**src/design/dcpu_pkg.sv**
```systemverilog
// Package for the DCPU-style execute unit: opcodes, state encoding, control struct.
// No dependencies.
package dcpu_pkg;
	localparam int unsigned DataWidth = 16;
	localparam int unsigned OpWidth = 5;

	localparam logic [OpWidth-1:0] OP_SET = 5'h01;
	localparam logic [OpWidth-1:0] OP_ADD = 5'h02;
	localparam logic [OpWidth-1:0] OP_SUB = 5'h03;
	localparam logic [OpWidth-1:0] OP_MUL = 5'h04;
	localparam logic [OpWidth-1:0] OP_MLI = 5'h05;
	localparam logic [OpWidth-1:0] OP_DIV = 5'h06;
	localparam logic [OpWidth-1:0] OP_DVI = 5'h07;
	localparam logic [OpWidth-1:0] OP_MOD = 5'h08;
	localparam logic [OpWidth-1:0] OP_MDI = 5'h09;
	localparam logic [OpWidth-1:0] OP_AND = 5'h0A;
	localparam logic [OpWidth-1:0] OP_BOR = 5'h0B;
	localparam logic [OpWidth-1:0] OP_XOR = 5'h0C;
	localparam logic [OpWidth-1:0] OP_SHR = 5'h0D;
	localparam logic [OpWidth-1:0] OP_ASR = 5'h0E;
	localparam logic [OpWidth-1:0] OP_SHL = 5'h0F;
	localparam logic [OpWidth-1:0] OP_IFB = 5'h10;
	localparam logic [OpWidth-1:0] OP_IFC = 5'h11;
	localparam logic [OpWidth-1:0] OP_IFE = 5'h12;
	localparam logic [OpWidth-1:0] OP_IFN = 5'h13;
	localparam logic [OpWidth-1:0] OP_IFG = 5'h14;
	localparam logic [OpWidth-1:0] OP_IFA = 5'h15;
	localparam logic [OpWidth-1:0] OP_IFL = 5'h16;
	localparam logic [OpWidth-1:0] OP_IFU = 5'h17;
	localparam logic [OpWidth-1:0] OP_STI = 5'h1E;
	localparam logic [OpWidth-1:0] OP_STD = 5'h1F;

	localparam logic [1:0] STEP_NONE = 2'd0;
	localparam logic [1:0] STEP_INC = 2'd1;
	localparam logic [1:0] STEP_DEC = 2'd2;

	typedef enum logic [1:0] {
		ST_IDLE,
		ST_DIV,
		ST_DONE
	} state_t;

	// start request and completion report between top level and divider
	typedef struct packed {
		logic start;
		logic busy;
		logic done;
	} div_ctrl_t;
endpackage

```
**src/design/dcpu_div.sv**
```systemverilog
// Shared restoring divider, one quotient bit per cycle, 32-bit dividend by 16-bit divisor.
// Depends on dcpu_pkg.
module dcpu_div (
	input  logic                clk,
	input  logic                arst_n,
	input  logic                start,
	input  logic [31:0]         dividend,
	input  logic [15:0]         divisor,
	output dcpu_pkg::div_ctrl_t ctrl,
	output logic [31:0]         quotient,
	output logic [15:0]         remainder
);
	logic [5:0]  cnt_q;
	logic        busy_q;
	logic        done_q;
	logic [31:0] quo_q;
	logic [16:0] rem_q;
	logic [16:0] trial;

	assign trial = {rem_q[15:0], quo_q[31]} - {1'b0, divisor};

	always_ff @(posedge clk or negedge arst_n) begin
		if (!arst_n) begin
			busy_q <= 1'b0;
			done_q <= 1'b0;
			cnt_q <= '0;
		end else begin
			done_q <= busy_q && !start && (cnt_q == 6'd1);
			if (start) begin
				busy_q <= 1'b1;
				cnt_q <= 6'd32;
			end else if (busy_q) begin
				cnt_q <= cnt_q - 6'd1;
				if (cnt_q == 6'd1) begin
					busy_q <= 1'b0;
				end
			end
		end
	end

	always_ff @(posedge clk) begin
		if (start) begin
			quo_q <= dividend;
			rem_q <= '0;
		end else if (busy_q) begin
			if (!trial[16]) begin
				rem_q <= trial;
				quo_q <= {quo_q[30:0], 1'b1};
			end else begin
				rem_q <= {rem_q[15:0], quo_q[31]};
				quo_q <= {quo_q[30:0], 1'b0};
			end
		end
	end

	assign ctrl.start = start;
	assign ctrl.busy = busy_q;
	assign ctrl.done = done_q;
	assign quotient = quo_q;
	assign remainder = rem_q[15:0];
endmodule

```
**config.mk**
```make
export PLATFORM = sky130hd
export DESIGN_NAME = dcpu_div
export DESIGN_NICKNAME = d
export VERILOG_FILES = /design/src/design/dcpu_pkg.sv /design/src/design/dcpu_div.sv
export SDC_FILE = /design/constraint.sdc
export NUM_CORES = 1
export LEC_CHECK = 0
export CELL_PAD_IN_SITES_DETAIL_PLACEMENT = 0
export CELL_PAD_IN_SITES_GLOBAL_PLACEMENT = 1
export CORE_UTILIZATION = 40
export DETAILED_ROUTE_END_ITERATION = 8
export DONT_BUFFER_PORTS = 1
export HOLD_SLACK_MARGIN = 0.03
export PLACE_DENSITY_LB_ADDON = 0.1
export SLEW_MARGIN = 15
export SYNTH_ARGS = -nofsm -noshare
export SYNTH_HDL_FRONTEND = slang
export SYNTH_SLANG_ARGS = --single-unit
```
**constraint.sdc**
```tcl
create_clock -name clk -period 3.2 [get_ports clk]
set_input_delay 0.16 -clock clk [delete_from_list [all_inputs] [get_ports clk]]
set_output_delay 0.16 -clock clk [all_outputs]
set_load 0.1 [all_outputs]
```
==> flow_summary.yaml, run 1 <==
run_status:
  status: "finished clean"
hold_path:
  min_from: "dividend[0]"
  hp-class: "primary input to flop"
  hold_depth: 2
  holdPathEnd: "quotient[0]"
yosys:
  syn_inst: 302
  postSynthAreaPerCell_um2: 10.8
  async_flop_share_pct: 14.3
  synth_ff_type: "edfxtp_1"
  ys_seq_elements: 56
  ys_seq_area_share_pct: 45.3
  synth_cell_types: 49
  yosys_warnings: 0
  syn_area_um2: 3270
  syn-num-nets: 372
  synth_edf_count: 32
finish:
  final_common_cell: "edfxtp_1"
  fillers: 784
  drive_gt1_share_pct: 21.9
  final_area_um2: 3610
  multiInputGateArea_um2: 1640
  syn2layout_area_growth_pct: 10.3
  nNetsFinal: 388
  fin_cells: 421
  seqCellArea_um2: 1480
  final_cell_mix: "32 x edfxtp_1, 31 x mux2_2, 23 x inv_1"
  diodes: 0
  utilization_pct: 46.2
clock_network:
  cts_max_level: 2
  clk_latency_ns: 0.32
  cts_buffers: 5
  cts.sinks: 56
  cts-root-buf: "clkbuf_8"
  cts_resized: 0
  clock_path_buffers: 2
  cts_tree: "yes"
  cts.clk_slew.worst_paths_ns: 0.11
worst_setup_path:
  rr_startpoint: "quotient[31]"
  r2r_slack_ns: 0.45
  end_kind: "flop"
  crit_arrival_ns: 2.93
  reg2reg_to: "rem_q[10]"
  r2r_cells: 11
  path_max_fanout: 9
  worstPathRequired_ns: 3.38
  path_class: "flop to flop"
  start_kind: "flop"
detailed_routing:
  drt-initial-drc-count: 93
  wl_per_cell_um: 17.3
  drc: 0
  drtPass1Iterations: 4
  vias: 2315
  vias_per_cell: 5.50
  ant_nets: 0
  drt-total-wl_um: 7300
pwr:
  ir_drop_mv: 0.423
  power_mw: 3.40
  leakage_nw: 1.56
  cellPowerDensity_nw_per_um2: 941
sta:
  setup_slack_ns: 0.447
  post-route-period-util_pct: 86.0
  rsz0062_at_grt: "false"
  finalSetupViolCount: 0
  max-slew-margin-rel_pct: 37.6
  worstMarginPinSlew_ns: 0.936
  fin_setup_tns_ns: 0
  slew_viol_final: 0
  min_period_ns: 2.75
  finClkSkew_ns: 0.0141
  fmax_mhz: 363
  whs_ns: 0.0587
  timing.final.hold_violations: 0
placement:
  dp_worst_setup_slack_ns: 0.427
  dpl_cell_area_um2: 3500
  port_buffers: 0
  placed_cells: 411
  hpwl_um: 5320
  place.gp.congestion: 0.799
die:
  die_w_um: 92.4
  die_h_um: 92.4
  ios: 102
  coreArea_um2: 7810
  rows: 32
  initial_core_util_pct: 41.9
  design.die.area_um2: 8540
grt:
  grt.total_usage_pct: 17.2
  grt_max_degree: 40
  grt_pass1_vias: 2234
  overflow: 0
  antenna_found_initial: 0
  grt_pass1_wl_um: 11500
run:
  drv_cap: 0
## layer usage
metal  part of all wire, %  vias to the layer above  global-route usage [%]
li1                      -                     1132                       -
met1                    47                     1091                    23.6
met2                    44                       86                    25.4
met3                   9.1                        6                    6.65
met4                  0.75                        0                    4.17
met5                     0                        -                       0
## where the power goes
| part | internal, mW | switching [mW] | leakage [nW] | total (mW) |
|---|---|---|---|---|
| combinational | 0.515 | 0.936 | 0.941 | 1.45 |
| clock | 0.158 | 0.255 | 0.0485 | 0.413 |
| sequential | 0.935 | 0.598 | 0.567 | 1.53 |
| total | 1.61 | 1.79 | 1.56 | 3.40 |
## sequential cells by signal (all words and copies together) (netlist names)
name	flops
quotient	32
rem_q	16
cnt_q	6
busy_q	1
done_q	1
## worst max path at each step
stage	from	endpoint	slack, ns	cells after the start
3_3_place_gp	quotient[31]	rem_q[5]	0.52	11
2_1_floorplan	quotient[31]	rem_q[10]	-0.04	11
6_report	quotient[31]	rem_q[10]	0.45	11
4_1_cts	quotient[31]	rem_q[10]	0.42	11
3_5_place_dp	quotient[31]	rem_q[12]	0.43	11
5_1_grt	quotient[31]	rem_q[10]	0.25	11
## synthesized netlist by cell type, types with 4 or more instances
cell       n  area share [%]
ha_1      18             6.9
and3_1     4            0.76
nor2_1    21             2.4
inv_1     23             2.6
a21o_1     5             1.1
xor2_1    10             2.7
dfxtp_1   16             9.8
a211oi_1   8             1.8
a21oi_1   12             1.8
nand2_1   19             2.2
edfxtp_1  32              29
buf_4      4            0.92
xnor2_1    8             2.1
nand2b_1   6             1.1
mux2_2    31              11
dfrtp_1    8             6.1
o21ai_0    4            0.61
o311ai_0   5             1.3
nand3_1    7             1.1
mux2i_1    9             2.8
clkbuf_1   8            0.92
nor3_1     4            0.61
## critical path, stage by stage, from the launching register on
cell and delay, ns:
edfxtp_1 0.36, inv_1 0.05, ha_2 0.19, fa_2 0.35, nand2b_4 0.16, a21oi_2 0.17
o21ai_2 0.13, o2111a_1 0.28, a311oi_4 0.35, buf_4 0.29, mux2i_1 0.20, a211oi_1 0.09
## cell families after synthesis
group	count (synthesis)	synth area share, %
AOI/OAI and AO/OA	60	13.6
xor gates and xnor gates	18	4.82
adders and majority gates	19	7.50
buffers and inverters	38	5.09
DFF	56	45.3
muxes	40	13.4
and+or+nand+nor	71	10.3
## layout make-up
type | count | area share [%]
Sequential cell | 56 | 41.1
Clock buffer | 5 | 1.91
Clock inverter | 3 | 0.624
Tap cell | 102 | 3.54
Inverter | 23 | 2.39
Multi-Input combinational cell | 208 | 45.3
Timing Repair Buffer | 24 | 5.13
## what timing repair did
item / in CTS / in global routing
setup buffers: 0 / 0
hold buffers: 2 / 0
hold endpoints to repair: 22 / 0
No activity file was read; power rests on OpenSTA's default activity.
==> inputs of run 2 (changes only) <==
--- a/config.mk
+++ b/config.mk
@@ -5,13 +5,10 @@
 export SDC_FILE = /design/constraint.sdc
 export NUM_CORES = 1
 export LEC_CHECK = 0
-export CELL_PAD_IN_SITES_DETAIL_PLACEMENT = 0
-export CELL_PAD_IN_SITES_GLOBAL_PLACEMENT = 1
 export CORE_UTILIZATION = 40
 export DETAILED_ROUTE_END_ITERATION = 8
 export DONT_BUFFER_PORTS = 1
 export HOLD_SLACK_MARGIN = 0.03
-export PLACE_DENSITY_LB_ADDON = 0.1
 export SLEW_MARGIN = 15
 export SYNTH_ARGS = -nofsm -noshare
 export SYNTH_HDL_FRONTEND = slang
==> flow_summary.yaml, run 2 (synthesis gave the netlist of run 1 again) <==
clock_network:
  cts_buffers: 5
  cts.sinks: 56
  cts-root-buf: "clkbuf_8"
  clock_path_buffers: 2
  clk_latency_ns: 0.32
  cts_tree: "yes"
  cts_resized: 0
  cts.clk_slew.worst_paths_ns: 0.11
  post_cts_buffers: 0
  cts_max_level: 2
sta:
  min_period_ns: 2.62
  worstMarginPinSlew_ns: 0.944
  rsz0062_at_grt: "false"
  post-route-period-util_pct: 81.7
  finalSetupViolCount: 0
  fmax_mhz: 382
  whs_ns: 0.0538
  slew_viol_final: 0
  timing.final.hold_violations: 0
  setup_slack_ns: 0.584
  finClkSkew_ns: 0.00708
  max-slew-margin-rel_pct: 37.1
worst_setup_path:
  r2r_cells: 11
  rr_startpoint: "quotient[31]"
  path_class: "flop to flop"
  end_kind: "flop"
  start_kind: "flop"
  crit_arrival_ns: 2.79
  worstPathRequired_ns: 3.38
  reg2reg_to: "rem_q[5]"
  r2r_slack_ns: 0.58
  path_max_fanout: 11
finish:
  final_common_cell: "edfxtp_1"
  drive_gt1_share_pct: 21.9
  largest_register_ffs: 32
  diodes: 0
  seqCellArea_um2: 1480
  fin_cells: 422
  multiInputGateArea_um2: 1640
  final_area_um2: 3620
  fillers: 755
  syn2layout_area_growth_pct: 10.7
  final_cell_mix: "32 x edfxtp_1, 31 x mux2_2, 23 x inv_1"
  nNetsFinal: 389
hold_path:
  hp-class: "primary input to flop"
  min_from: "dividend[24]"
  hold_depth: 1
  holdPathEnd: "quotient[24]"
placement:
  port_buffers: 0
  dpl_cell_area_um2: 3500
  hpwl_um: 5040
  dp_worst_setup_slack_ns: 0.602
  placed_cells: 411
  place.gp.congestion: 0.816
die:
  die_w_um: 92.4
  rows: 32
  initial_core_util_pct: 41.9
  ios: 102
  die_h_um: 92.4
  coreArea_um2: 7810
  design.die.area_um2: 8540
grt:
  grt_pass1_vias: 2230
  grt_use_met1_pct: 21.9
  overflow: 0
  grt-busiest-layer: "met2"
  grt.total_usage_pct: 16.4
  antenna_found_initial: 0
  grt_use_met3_pct: 6.32
  grt_max_degree: 39
  use_met2_pct: 24.8
  grt_pass1_wl_um: 11000
detailed_routing:
  drt-initial-drc-count: 99
  vias: 2318
  ant_nets: 0
  vias_per_cell: 5.49
  wl_per_cell_um: 16.3
  drt-total-wl_um: 6860
  drc: 0
  drtPass1Iterations: 4
pwr:
  leakage_nw: 1.55
  cellPowerDensity_nw_per_um2: 936
  ir_drop_mv: 0.491
run_status:
  status: "finished clean"
run:
  drv_cap: 0
run 2: layout make-up:
class	count	share of cell area (%)
clock buffer	5	1.90
clock inverter	3	0.725
inverter	23	2.38
multi-input combinational	208	45.1
sequential	56	40.9
tap	102	3.52
timing repair buffer	25	5.39
run 2: how the worst max path moves through the flow:
stage,start,to,slack (ns),cells after the start
after floorplan,quotient[31],rem_q[10],-0.04,11
after global placement,quotient[31],rem_q[7],0.71,11
after detailed placement,quotient[31],rem_q[5],0.60,11
after CTS,quotient[31],rem_q[5],0.58,11
after global routing,quotient[31],rem_q[5],0.39,11
final,quotient[31],rem_q[5],0.58,11
run 2: critical path, stage by stage, from the launching register on:
cell and delay (ns):
edfxtp_1 0.38, inv_1 0.05, ha_2 0.18, fa_2 0.35, nand2b_4 0.15, a21oi_2 0.18, o21ai_2 0.12, o2111a_1 0.28
a311oi_4 0.22, buf_4 0.26, mux2i_1 0.21, a211oi_1 0.09
run 2: per-stage QoR:
stage               setup TNS [ns]  utilization, %  total power [mW]
floorplan                   -0.268               -              2.75
CTS                              0            46.4              3.42
detailed placement               0            44.8              2.99
finish                           0            46.4              3.39
global placement                 0            44.8              2.97
global route                     0            46.4              3.57
run 2: routing by layer:
layer,part of all wire (%),wire [um],vias to the layer above
li1,-,-,1131
met1,46,3160,1095
met2,43,2980,85
met3,9.4,647,7
met4,1.2,80,0
met5,0,0,-
run 2: power by group:
group          switching (mW)  leakage (nW)  internal (mW)  total, mW
clock                   0.257        0.0423          0.160      0.417
sequential              0.599         0.567          0.935       1.53
combinational           0.925         0.945          0.514       1.44
run 2: timing repair:
item	in CTS	in global routing
hold buffers	3	0
hold endpoints to repair	23	0
setup endpoints to repair	0	0
==> inputs of run 3 (changes only) <==
==> constraint.sdc (replaced) <==
create_clock -name clk -period 2.6 [get_ports clk]
set_input_delay 0.13 -clock clk [delete_from_list [all_inputs] [get_ports clk]]
set_output_delay 0.13 -clock clk [all_outputs]
set_load 0.1 [all_outputs]
==> flow_summary.yaml, run 3 (synthesis gave the netlist of run 1 again) <==
run_status:
  status: "finished clean"
sta:
  fin_setup_tns_ns: 0
  max-slew-margin-rel_pct: 38.3
  finalSetupViolCount: 0
  slew_viol_final: 0
  timing.final.hold_violations: 0
  fmax_mhz: 385
  whs_ns: 0.0408
  post-route-period-util_pct: 99.9
  worstMarginPinSlew_ns: 0.925
  finClkSkew_ns: 0.00906
  min_period_ns: 2.60
  rsz0062_at_grt: "true"
  setup_slack_ns: 0.00338
die:
  initial_core_util_pct: 41.9
  design.die.area_um2: 8540
  rows: 32
  ios: 102
  die_h_um: 92.4
  die_w_um: 92.4
  coreArea_um2: 7810
clock_network:
  cts_buffers: 5
  clock_path_buffers: 2
  cts.clk_slew.worst_paths_ns: 0.10
  clk_latency_ns: 0.31
  cts.sinks: 56
  cts-root-buf: "clkbuf_8"
  cts_tree: "yes"
  cts_max_level: 2
worst_setup_path:
  r2r_slack_ns: 0.003
  crit_arrival_ns: 2.82
  start_kind: "flop"
  setup.worst_path.start: "quotient[31]"
  r2r_cells: 11
  crit_chain: "inv_2, ha_4, fa_2, nand2b_4, a21oi_4, o21ai_4, o2111a_1, a311oi_4, buf_6, mux2i_1, a211oi_1"
  path_class: "flop to flop"
  rr_startpoint: "quotient[31]"
  reg2reg_to: "rem_q[10]"
  cp_num_buf_inv: 2
  crit_family: "compound AO/OA/AOI/OAI gates"
  critical_path.endpoint: "rem_q[10]"
  worst_path_max_delay_cell: "fa_2"
  end_kind: "flop"
  worstPathRequired_ns: 2.83
  max_stage_delay_ns: 0.39
  path_depth: 11
  path_max_fanout: 7
placement:
  dp_worst_setup_slack_ns: 0.0207
  dpl_cell_area_um2: 3770
  place.gp.congestion: 0.791
  port_buffers: 0
  hpwl_um: 5270
  placed_cells: 447
detailed_routing:
  routed-wl-met3_um: 593
  wirelength_met1_um: 3330
  drt-total-wl_um: 7570
  highest_layer: "met4"
  drt-initial-drc-count: 103
  wl_per_cell_um: 15.3
  drc: 0
  route.met2.wl_um: 3580
  ant_nets: 0
  vias_per_cell: 5.27
  vias: 2609
  drtPass1Iterations: 4
finish:
  multiInputGateArea_um2: 1670
  drive_gt1_share_pct: 28.8
  largest_register_ffs: 32
  seqCellArea_um2: 1480
  syn2layout_area_growth_pct: 30.9
  fillers: 715
  final_cell_mix: "61 x buf_4, 34 x dlygate4sd3_1, 32 x edfxtp_1"
  fin_cells: 495
  utilization_pct: 54.8
  final_area_um2: 4280
  diodes: 0
  final_common_cell: "buf_4"
  nNetsFinal: 462
pwr:
  power_frac_comb_pct: 61.1
  power_switching_mw: 2.25
  leakage_nw: 1.90
  swShare_pct: 49.8
  ir_drop_mv: 0.792
  cellPowerDensity_nw_per_um2: 1050
  seq_power_share_pct: 28.2
  p_clk_share_pct: 10.7
  p_int_mw: 2.26
  power_mw: 4.51
grt:
  antenna_found_initial: 0
  grt_pass1_wl_um: 11800
  grt_max_degree: 46
  grt.total_usage_pct: 17.6
  overflow: 0
  grt_pass1_vias: 2471
run:
  drv_cap: 0
hold_path:
  hp-class: "primary input to flop"
[run 3: cell types whose count changed in the layout (fill, tap and decap cells not counted), moves of 2 or more]
| cell | previous run | this run |
|---|---|---|
| buf_4 | 22 | 61 |
| dlygate4sd3_1 | 3 | 34 |
| o311ai_1 | 0 | 3 |
| clkinvlp_4 | 2 | 0 |
| buf_6 | 0 | 3 |
| o311ai_0 | 5 | 2 |
[run 3: cell type report]
cell class	count	area share, %
multi-input combinational	208	38.9
sequential	56	34.6
timing repair buffer	98	19.4
tap	102	2.98
inverter	23	2.02
clock buffer	6	1.70
clock inverter	2	0.322
[run 3: repair_timing]
action / CTS / global route
hold buffers: 25 / 9
pin swaps: 0 / 10
endpoints found under the setup margin: 1 / 12
gates resized for setup: 1 / 10
buffers inserted: 0 / 6
hold endpoints to repair: 38 / 10
[run 3: worst min-delay path by stage]
stage | from | end | slack [ns] | depth (start not counted)
CTS | dividend[10] | quotient[10] | 0.03 | 1
global route | dividend[17] | quotient[17] | 0.03 | 1
detailed placement | arst_n | cnt_q[3] | -0.17 | 0
finish | dividend[17] | quotient[17] | 0.04 | 1
global placement | arst_n | cnt_q[4] | -0.17 | 0
floorplan | arst_n | busy_q | -0.17 | 0
[run 3: power groups by stage]
stage	Sequential, mW	Combinational [mW]	Clock (mW)
detailed placement	1.29	2.52	0
finish	1.27	2.76	0.484
global route	1.30	2.92	0.533
floorplan	2.35	1.04	0
global placement	1.29	2.51	0
CTS	1.27	2.62	0.504
[run 3: metal layers]
metal  track usage [%]  vias to the layer above
met2              28.5                       88
met3              5.99                        6
li1                  -                     1278
met4              4.30                        0
met1              22.5                     1237
met5                 0                        -
